$ cat config.mk
export PLATFORM = sky130hd
export DESIGN_NAME = vtpc_ctrl
export DESIGN_NICKNAME = d
export VERILOG_FILES = /design/src/rtl/core/vtpc_pkg.sv /design/src/rtl/core/vtpc_ctrl.sv
export SDC_FILE = /design/constraint.sdc
export NUM_CORES = 1
export LEC_CHECK = 0
export BUFFER_PORTS_ARGS = -buffer_cell sky130_fd_sc_hd__buf_2
export CORE_AREA = 10 10 47 49
export CTS_BUF_LIST = sky130_fd_sc_hd__clkbuf_4 sky130_fd_sc_hd__clkbuf_8
export DETAILED_ROUTE_END_ITERATION = 10
export DIE_AREA = 0 0 57 59
export SLEW_MARGIN = 40
export SYNTH_ARGS = -nofsm -noshare
export SYNTH_HDL_FRONTEND = slang
export SYNTH_SLANG_ARGS = --single-unit
$ cat constraint.sdc
create_clock -name clk -period 1.1 [get_ports clk]
set_clock_uncertainty 0.05 [all_clocks]
set_input_delay 0.22 -clock clk [delete_from_list [all_inputs] [get_ports clk]]
set_output_delay 0.22 -clock clk [all_outputs]
set_load 0.05 [all_outputs]
$ cat src/rtl/core/vtpc_pkg.sv
// Shared types and constants of the virtual texture page cache.
package vtpc_pkg;

	localparam int NOW_W = 48;
	localparam int KEY_W = 64;
	localparam int SRC_IN_W = 10;
	localparam int LIFE_W = 32;
	localparam int SLOT_OUT_W = 8;
	localparam int COORD_W = 4;

	localparam int GRID_SIDE_DEF = 16;
	localparam int SOURCE_BITS_DEF = 10;
	localparam logic [LIFE_W-1:0] LIFETIME_RESET = 32'd10;

	typedef enum logic [1:0] {
		ST_IGNORED = 2'd0,
		ST_HIT     = 2'd1,
		ST_ALLOC   = 2'd2,
		ST_FULL    = 2'd3
	} vtpc_status_t;

	typedef struct packed {
		logic [NOW_W-1:0]    now;
		logic [KEY_W-1:0]    page_key;
		logic [SRC_IN_W-1:0] source;
	} vtpc_req_t;

	typedef struct packed {
		vtpc_status_t          status;
		logic [SLOT_OUT_W-1:0] slot;
		logic [COORD_W-1:0]    upload_x;
		logic [COORD_W-1:0]    upload_y;
		logic                  evicted;
		logic [SRC_IN_W-1:0]   evicted_source;
		logic [KEY_W-1:0]      evicted_key;
	} vtpc_rsp_t;

	typedef struct packed {
		logic         capture;
		logic         scan;
		logic         resp;
		vtpc_status_t resp_code;
	} vtpc_cmd_t;

	typedef struct packed {
		logic src_zero;
		logic hit;
		logic scan_end;
		logic alloc_ok;
	} vtpc_stat_t;

endpackage

$ cat src/rtl/core/vtpc_ctrl.sv
// Controller state machine of the page cache: accept, scan and respond.
module vtpc_ctrl import vtpc_pkg::*; (
	input  logic       clk,
	input  logic       arst_n,
	input  logic       start,
	input  vtpc_stat_t st,
	output vtpc_cmd_t  cmd,
	output logic       busy,
	output logic       done
);

	typedef enum logic {
		S_IDLE,
		S_SCAN
	} state_t;

	state_t state_q;
	logic   busy_q;
	logic   done_q;

	always_comb begin
		cmd = '0;
		cmd.resp_code = ST_IGNORED;
		unique case (state_q)
			S_IDLE: begin
				if (start) begin
					if (st.src_zero) begin
						cmd.resp = 1'b1;
						cmd.resp_code = ST_IGNORED;
					end else begin
						cmd.capture = 1'b1;
					end
				end
			end
			S_SCAN: begin
				cmd.scan = 1'b1;
				if (st.hit) begin
					cmd.resp = 1'b1;
					cmd.resp_code = ST_HIT;
				end else if (st.scan_end) begin
					cmd.resp = 1'b1;
					cmd.resp_code = st.alloc_ok ? ST_ALLOC : ST_FULL;
				end
			end
		endcase
	end

	always_ff @(posedge clk or negedge arst_n) begin
		if (!arst_n) begin
			state_q <= S_IDLE;
			busy_q <= 1'b0;
			done_q <= 1'b0;
		end else begin
			done_q <= cmd.resp;
			unique case (state_q)
				S_IDLE: begin
					if (cmd.capture) begin
						state_q <= S_SCAN;
						busy_q <= 1'b1;
					end
				end
				S_SCAN: begin
					if (cmd.resp) begin
						state_q <= S_IDLE;
						busy_q <= 1'b0;
					end
				end
			endcase
		end
	end

	assign busy = busy_q;
	assign done = done_q;

endmodule

; ---- Yosys cells after proc, flatten, opt, wreduce, memory -nomap -nowiden
; Cells that the tools add are included.
[op_classes]
eq_ne = 2
n_bitwise = 1
reduce_logical = 1
n_mux = 16
[ops]
columns = operator, count
row1 = $mux W3, 4
row2 = $mux W1, 9
row3 = $pmux W3 S2, 1
row4 = $ne A2 B2 Y1 const B, 2
row5 = $pmux W1 S2, 2
row6 = $reduce_and A2 Y1, 1
row7 = $not A1 Y1, 1
[word_totals]
regBits = 3
in_bits = 7

; ---- Longest topological paths before layout
; Gate-level depths: netlist (run 1).
[depth]
depth_word = 6
ltp_mapped = 3
ltp_nobuf = 3

; ---- Least setup slack after synthesis (run 1)
; Ideal clock, no wire load.
[synth_timing]
path_kind = reg2reg
startpoint = register state_q
endpoint = register done_q (netlist: done)
synth_period_minus_slack_ps = 1888
t_arrival_ps = 1590
path_buffers = 0
stages_incl_launch_ff = 2
setup_slack_ps = -788
path_cell_list = dfrtp_1 -> o21ai_0
[synth_rtl]
columns = element, line
row1 = start: declaration, vtpc_ctrl.sv:17  ; state_t state_q;
row2 = start signal: assignment, vtpc_ctrl.sv:50  ; state_q <= S_IDLE;
row3 = start signal: assignment, vtpc_ctrl.sv:58  ; state_q <= S_SCAN;
row4 = start signal: assignment, vtpc_ctrl.sv:64  ; state_q <= S_IDLE;
row5 = end signal: assignment, vtpc_ctrl.sv:54  ; done_q <= cmd.resp;
row6 = end: declaration, vtpc_ctrl.sv:19  ; logic done_q;

==> results of run 1 <==
[cell families (layout without fill, tap and decap cells)]
group                  Yosys count  in the layout  share of synthesized area [%]
AND/OR/NAND/NOR                  7              7                           23.6
AO/OA/AOI/OAI                    6              6                           22.0
flip-flops                       3              3                           47.2
buffers and inverters            2             22                           7.09
[path summary, 6_finish.rpt]
| kind | start | end | slack (ns) | cells after the start |
|---|---|---|---|---|
| max in group asynchronous | arst_n | state_q | 0.61 | 2 |
| max reg2reg | state_q | busy | 0.12 | 3 |
| min in group clk | start | busy | 0.27 | 3 |
| min | arst_n | state_q | 0.27 | 2 |
| max | state_q | cmd[4] | -0.26 | 2 |
| min reg2reg | busy | busy | 0.49 | 2 |
[power by group through the flow]
| stage | logic, mW | registers [mW] | clock network [mW] |
|---|---|---|---|
| CTS | 0.203 | 0.141 | 0.231 |
| floorplan | 0.0794 | 0.178 | 0 |
| finish | 0.211 | 0.141 | 0.218 |
| detailed placement | 0.172 | 0.141 | 0 |
| global route | 0.223 | 0.143 | 0.246 |
| global placement | 0.172 | 0.140 | 0 |
[cell type report]
cell class,count,share of cell area [%]
inverters,1,1.03
repair buffers,17,39.7
well taps,16,5.48
multi-input cells,13,24.7
flip-flops and latches,3,20.9
clock buffers,4,8.22
[per-stage QoR]
stage | setup WS [ns] | instance area, sq um | TNS [ns] | std cells | util (%)
after floorplan | -0.122 | 178 | -0.422 | 18 | -
after global placement | -0.0809 | 270 | -0.195 | 48 | 19.3
after detailed placement | -0.0844 | 270 | -0.203 | 48 | 19.3
after CTS | -0.263 | 348 | -1.03 | 53 | 24.8
after global routing | -0.308 | 365 | -1.31 | 54 | 26.1
final | -0.255 | 365 | -1.07 | 54 | 26.1
[per-layer routing]
metal / share of wire (%) / track usage [%]
met1: 36 / 3.09
met4: 4.5 / 8.05
met5: 0 / 0
met2: 48 / 5.27
met3: 11 / 1.93
[what timing repair did]
| item | 4_1_cts | 5_1_grt |
|---|---|---|
| hold endpoints to repair | 3 | 0 |
| hold buffers | 1 | 0 |
| setup endpoints to repair | 6 | 7 |
| gates resized for setup | 13 | 4 |
| pin swaps | 1 | 0 |
| cloned | 0 | 0 |
| buffers inserted | 0 | 1 |
[Yosys cell counts]
cell type  number  area, sq um
nor2b_1         1         6.26
nand2_1         3         11.3
buf_4           1         7.51
nor2_1          2         7.51
inv_1           1         3.75
o21a_1          1         7.51
dfrtp_1         3         75.1
a21o_1          1         7.51
a21oi_1         1         5.00
nor3b_2         1         12.5
o21ai_0         3         15.0
[sequential cells by signal, indices dropped and copies added, names as in the netlist]
register	count
busy	1
done	1
state_q	1
==> results.toml, run 1 <==
[synth]
synth_warnings = 0
syn_avg_cell_area_sq_um = 8.83
synth_cells = 18
netlist_area_sq_um = 159
syn-num-nets = 25
synth-seq-cells = 3
yosysSeqAreaShare_pct = 47.2
synthDistinctLibCells = 11

[cells_and_area]
multi_input_area_sq_um = 90.1
areaGrowthSynthToFinish_pct = 130
final_layout_size_suffix_gt1_share_pct = 63.2
fillerInstances = 165
diodes = 0
layout_common_cells = "buf_2 (6), buf_6 (6), clkbuf_4 (4)"
nets = 46
register_area_sq_um = 76.3

[grt]
grt_pass1_vias = 236
grt_antenna_before_repair = 0
grt_use_total_pct = 4.02
grt_max_degree = 8
grt_pass1_wl_microns = 945
overflow = 0

[drt]
vias_per_cell = 3.76
dr.pass1.iters = 1
wl_per_cell_microns = 11.2
drt-total-wl_microns = 605
drt-initial-drc-count = 0
drtAntennaViolNets = 0
drc_errors = 0
vias = 203

[worst_setup_path]
crit_required_ns = 0.83
arrival_ns = 1.09
crit_buf_inv = 1
cp_slowest_cell = "dfrtp_2"
cp_cell_sequence = "nor3b_4 > buf_6"
critPathMaxStageDelay_ns = 0.45
crit_path_end_kind = "primary output"
cpLargestDelayFamily = "flip-flops"
worst_setup_path_start_kind = "register"
crit_fanout = 7
critical_path_class = "register to primary output"

[cts]
cts-root-buf = "clkbuf_4"
clkTransAtPathRegs_ns = 0.04
worstSkewPairLatency_ns = 0.23
ctsLongestPathBuffers = 2
numCtsBuffers = 3
cts_tree = "yes"
cts_sinks = 3
h-tree-depth = 1

[placed_design]
dp_hpwl_microns = 475
io_buffers = 13
gp_congestion = 0.608

[die]
die_area_sq_um = 3360
die_h_microns = 59
start_util_pct = 11.3
io_pins = 14
chipWidth_microns = 57
rows = 14
coreArea_sq_um = 1400

[run_status]
status = "complete, but fails checks"
violations = "setup timing"

[timing]
finalCriticalPeriod_ns = 1.36
relSlewSlack_pct = 88.3
fin_crit_sh_pct = 123
worst-slew-pin-transition_ns = 0.175
slew_viol_final = 0
setup_viol = 5
final_hold_viol_count = 0
rsz0062_at_grt = "yes"
fmax_mhz = 738
worst_slack_ns = -0.255
holdWs_ns = 0.266

[power]
fin_total_pwr_uw = 570
ir_drop_v = 0.000439
power_frac_seq_pct = 24.7
p_sw_share_pct = 35.2
p_clk_share_pct = 38.2
comb_power_share_pct = 37.1
netSwitchingPower_uw = 201
intPower_uw = 370
p_per_area_nw_per_um2 = 1560
power_leakage_nw = 0.181

[job]
drv.max_cap_violation_count = 0

[min_path]
hold_path.class = "input port to asynchronous set/reset pin"
No activity file was read; power rests on OpenSTA's default activity.
==> run 2, diff against run 1 <==
- CTS_CLUSTER_DIAMETER: not set -> 40
- SETUP_SLACK_MARGIN: not set -> 0.2
==> run 2 against run 1 <==
Effect of this change:
- sequential power is 4% higher
- the run still ends with setup timing left
- clock power hardly changed
- cell area is 7.2% higher
- worst hold slack worse by 0.027 ns
- register-to-register slack hardly changed
- total power is 5.3% higher
==> results.toml, run 2 (synthesis gave the netlist of run 1 again) <==
[cts]
cts_sinks = 3
cts-root-buf = "clkbuf_4"
numCtsBuffers = 3
cts_tree = "yes"
h-tree-depth = 1
worstSkewPairLatency_ns = 0.23
ctsLongestPathBuffers = 2
clkTransAtPathRegs_ns = 0.04

[power]
fin_total_pwr_uw = 601
p_per_area_nw_per_um2 = 1530
power_leakage_nw = 0.190
ir_drop_v = 0.000490

[die]
die_h_microns = 59
die_area_sq_um = 3360
rows = 14
coreArea_sq_um = 1400
io_pins = 14
start_util_pct = 11.3
chipWidth_microns = 57

[drt]
vias_per_cell = 3.78
wl_met3_microns = 92
drt-initial-drc-count = 1
vias = 208
dr.pass1.iters = 2
drt-total-wl_microns = 619
met2_wirelength_microns = 248
wl_met1_microns = 249
drc_errors = 0
drtAntennaViolNets = 0
wl_per_cell_microns = 11.3
top_layer_used = "met4"

[run_status]
status = "complete, but fails checks"
violations = "setup timing"

[cells_and_area]
multi_input_area_sq_um = 93.8
layout_common_cells = "buf_2 (7), buf_6 (7), clkbuf_4 (4)"
diodes = 0
nets = 47
areaGrowthSynthToFinish_pct = 146
register_area_sq_um = 77.6
fillerInstances = 158
final_cells = 55
fin_util_pct = 27.9
final_layout_size_suffix_gt1_share_pct = 69.2

[worst_setup_path]
cp_slowest_cell = "dfrtp_2"
worst_setup_path_start_kind = "register"
crit_path_end_kind = "primary output"
crit_fanout = 7
critPathMaxStageDelay_ns = 0.46
cpLargestDelayFamily = "flip-flops"
critical_path_class = "register to primary output"
crit_required_ns = 0.83
crit_buf_inv = 1
arrival_ns = 1.09
cp_cell_sequence = "nor3b_4 > buf_6"

[grt]
grt_pass1_vias = 238
grt_pass1_wl_microns = 1000
grt_antenna_before_repair = 0
grt_use_total_pct = 4.04
grt_max_degree = 8
overflow = 0

[timing]
final_hold_viol_count = 0
worst_slack_ns = -0.260
slew_viol_final = 0
fin_crit_sh_pct = 124
rsz0062_at_grt = "yes"
setup_tns_ns = -0.999
worst-slew-pin-transition_ns = 0.254
relSlewSlack_pct = 83.2
setup_viol = 5
fmax_mhz = 735
finalCriticalPeriod_ns = 1.36

[placed_design]
dp_slack_ns = -0.107
gp_congestion = 0.643
numPlacedInstances = 47
io_buffers = 13

[min_path]
hold_path.class = "input port to register"

[job]
drv.max_cap_violation_count = 0
[run 2: stage by stage]
step                instance area [sq um]  hold WS [ns]
finish                                392         0.239
detailed placement                    277       -0.0298
global route                          392         0.263
CTS                                   377         0.233
floorplan                             179        -0.126
global placement                      277       -0.0321
[run 2: worst paths after layout]
kind	cells past startpoint	slack, ns	endpoint	startpoint
worst max register to register	3	0.11	state_q	state_q
max in group asynchronous	2	0.62	busy	arst_n
worst min register to register	1	0.53	done	state_q
min in group asynchronous	2	0.26	state_q	arst_n
worst max-delay path	2	-0.26	cmd[4]	state_q
worst min-delay path	3	0.24	done	st[1]
[run 2: report_power, final]
part           switching (mW)  total [mW]  leakage, nW  internal (mW)
Combinational           0.133       0.235        0.138          0.102
Clock                  0.0596       0.220       0.0184          0.161
Sequential             0.0187       0.146       0.0344          0.127
[run 2: tightest hold or removal path: stages]
cell,delay (ns)
buf_2,0.11
o21ai_1,0.08
o21ai_2,0.07
[run 2: layout make-up]
type / instances / area share (%)
clock buffer: 4 / 7.67
tap: 16 / 5.11
multi-input combinational: 13 / 24.0
sequential: 3 / 19.8
inverter: 1 / 0.958
timing repair buffer: 18 / 42.5
[run 2: repair_timing]
| item | in CTS | in global routing |
|---|---|---|
| endpoints found under the setup margin | 7 | 9 |
| pin swaps | 1 | 1 |
| buffers inserted | 2 | 1 |
| resized for setup | 16 | 2 |
| hold buffers | 1 | 0 |
| endpoints found under the hold margin | 3 | 0 |
[run 2: layer usage]
layer | global-route usage, % | vias to the layer above
li1 | - | 100
met1 | 3.73 | 90
met2 | 4.65 | 14
met3 | 3.00 | 4
met4 | 6.04 | 0
met5 | 0 | -
==> run 3, diff against run 2 <==
- RECOVER_POWER: not set -> 50
==> run 3 against run 2 <==
Effect of this change:
- the flow still finishes with violations (setup timing)
- critical path depth stayed put
- cell area is 0.32% lower
- sequential share of layout area is 0.064 points higher
- global-route usage stayed put
- routed wire length is 0.32% lower
- count of clock-buffer cells in the layout stayed put
- largest cell class unchanged
- highest routed layer unchanged
==> results.toml, run 3 (synthesis gave the netlist of run 1 again) <==
[placed_design]
gp_congestion = 0.643
dpl-instance-area_sq_um = 277
io_buffers = 13
dp_slack_ns = -0.107

[worst_setup_path]
critical_path_class = "register to primary output"
crit_path_end_kind = "primary output"
arrival_ns = 1.09
crit_required_ns = 0.83
critPathMaxStageDelay_ns = 0.46
worst_setup_path_start_kind = "register"
cp_cell_sequence = "nor3b_4 > buf_6"
crit_fanout = 7
cp_slowest_cell = "dfrtp_2"

[timing]
finalCriticalPeriod_ns = 1.36
worst_slack_ns = -0.260
setup_tns_ns = -0.999
final_hold_viol_count = 0
fin_crit_sh_pct = 124
fmax_mhz = 735
holdWs_ns = 0.239
setup_viol = 5
relSlewSlack_pct = 83.2
worst-slew-pin-transition_ns = 0.254
rsz0062_at_grt = "yes"
slew_viol_final = 0

[cells_and_area]
register_area_sq_um = 77.6
nets = 47
fillerInstances = 159
finalInstanceArea_sq_um = 390
diodes = 0
fin_util_pct = 27.9
final_common_cell = "buf_6"
areaGrowthSynthToFinish_pct = 146
final_layout_size_suffix_gt1_share_pct = 66.7
layout_common_cells = "buf_6 (7), buf_2 (6), clkbuf_4 (4)"
multi_input_area_sq_um = 93.8

[run_status]
violations = "setup timing"
status = "complete, but fails checks"

[die]
die_area_sq_um = 3360
chipWidth_microns = 57
coreArea_sq_um = 1400
start_util_pct = 11.3
die_h_microns = 59
rows = 14
io_pins = 14

[cts]
numCtsBuffers = 3
cts-root-buf = "clkbuf_4"
ctsLongestPathBuffers = 2
cts_tree = "yes"
worstSkewPairLatency_ns = 0.23
h-tree-depth = 1
cts_sinks = 3
clkTransAtPathRegs_ns = 0.04

[grt]
grt_pass1_wl_microns = 1000
grt_use_total_pct = 4.04
grt_max_degree = 8
grt_pass1_vias = 238
grt_antenna_before_repair = 0
overflow = 0

[drt]
drtAntennaViolNets = 0
wl_per_cell_microns = 11.2
drc_errors = 0
drt-total-wl_microns = 617
vias_per_cell = 3.78
dr.pass1.iters = 2
vias = 208
drt-initial-drc-count = 1

[job]
drv.max_cap_violation_count = 0

[min_path]
hold_path.class = "input port to register"

[power]
power_leakage_nw = 0.188
p_per_area_nw_per_um2 = 1540
ir_drop_v = 0.000490
## run 3: cell types whose count changed in the layout (fill, tap and decap cells not counted), sizes merged
cell,delta
clkbuf,+1
buf,-1
## run 3: routing by layer
metal | vias up | global-route usage, % | wire (microns)
li1 | 100 | - | -
met1 | 90 | 3.73 | 247
met2 | 14 | 4.65 | 248
met3 | 4 | 3.00 | 92
met4 | 0 | 6.04 | 29
met5 | - | 0 | 0
## run 3: final cells by class
| class | count | area share, % |
|---|---|---|
| Tap cell | 16 | 5.13 |
| Sequential cell | 3 | 19.9 |
| Timing Repair Buffer | 18 | 42.3 |
| Clock buffer | 4 | 7.69 |
| Inverter | 1 | 0.962 |
| Multi-Input combinational cell | 13 | 24.0 |
## run 3: through the flow
step | total power [mW] | cells
after floorplan | 0.259 | 18
after global placement | 0.313 | 47
after detailed placement | 0.315 | 47
after CTS | 0.602 | 54
after global routing | 0.635 | 55
final | 0.600 | 55
## run 3: path summary, 6_finish.rpt
path,to,startpoint,cells past startpoint,slack [ns]
max in group asynchronous,busy,arst_n,2,0.55
max reg2reg,state_q,state_q,3,0.11
min reg2reg,done,state_q,1,0.53
min,done,st[1],3,0.24
min in group asynchronous,state_q,arst_n,2,0.28
max,cmd[4],state_q,2,-0.26
## run 3: worst max-delay path, delay by kind of cell, from the launching register on
kind,cells,cell delay [ns]
and+or+nand+nor,1,0.21
DFF,1,0.46
buffers and inverters,1,0.18
## run 3: power breakdown
| part | internal, mW | switching [mW] | total [mW] |
|---|---|---|---|
| logic | 0.102 | 0.133 | 0.234 |
| registers | 0.127 | 0.0187 | 0.146 |
| clock network | 0.161 | 0.0596 | 0.220 |
## run 3: what timing repair did
item / 4_1_cts / 5_1_grt
pin swaps: 1 / 1
endpoints found under the hold margin: 3 / 0
resized for setup: 16 / 2
setup endpoints to repair: 7 / 9
hold buffers: 1 / 0
setup buffers: 2 / 1
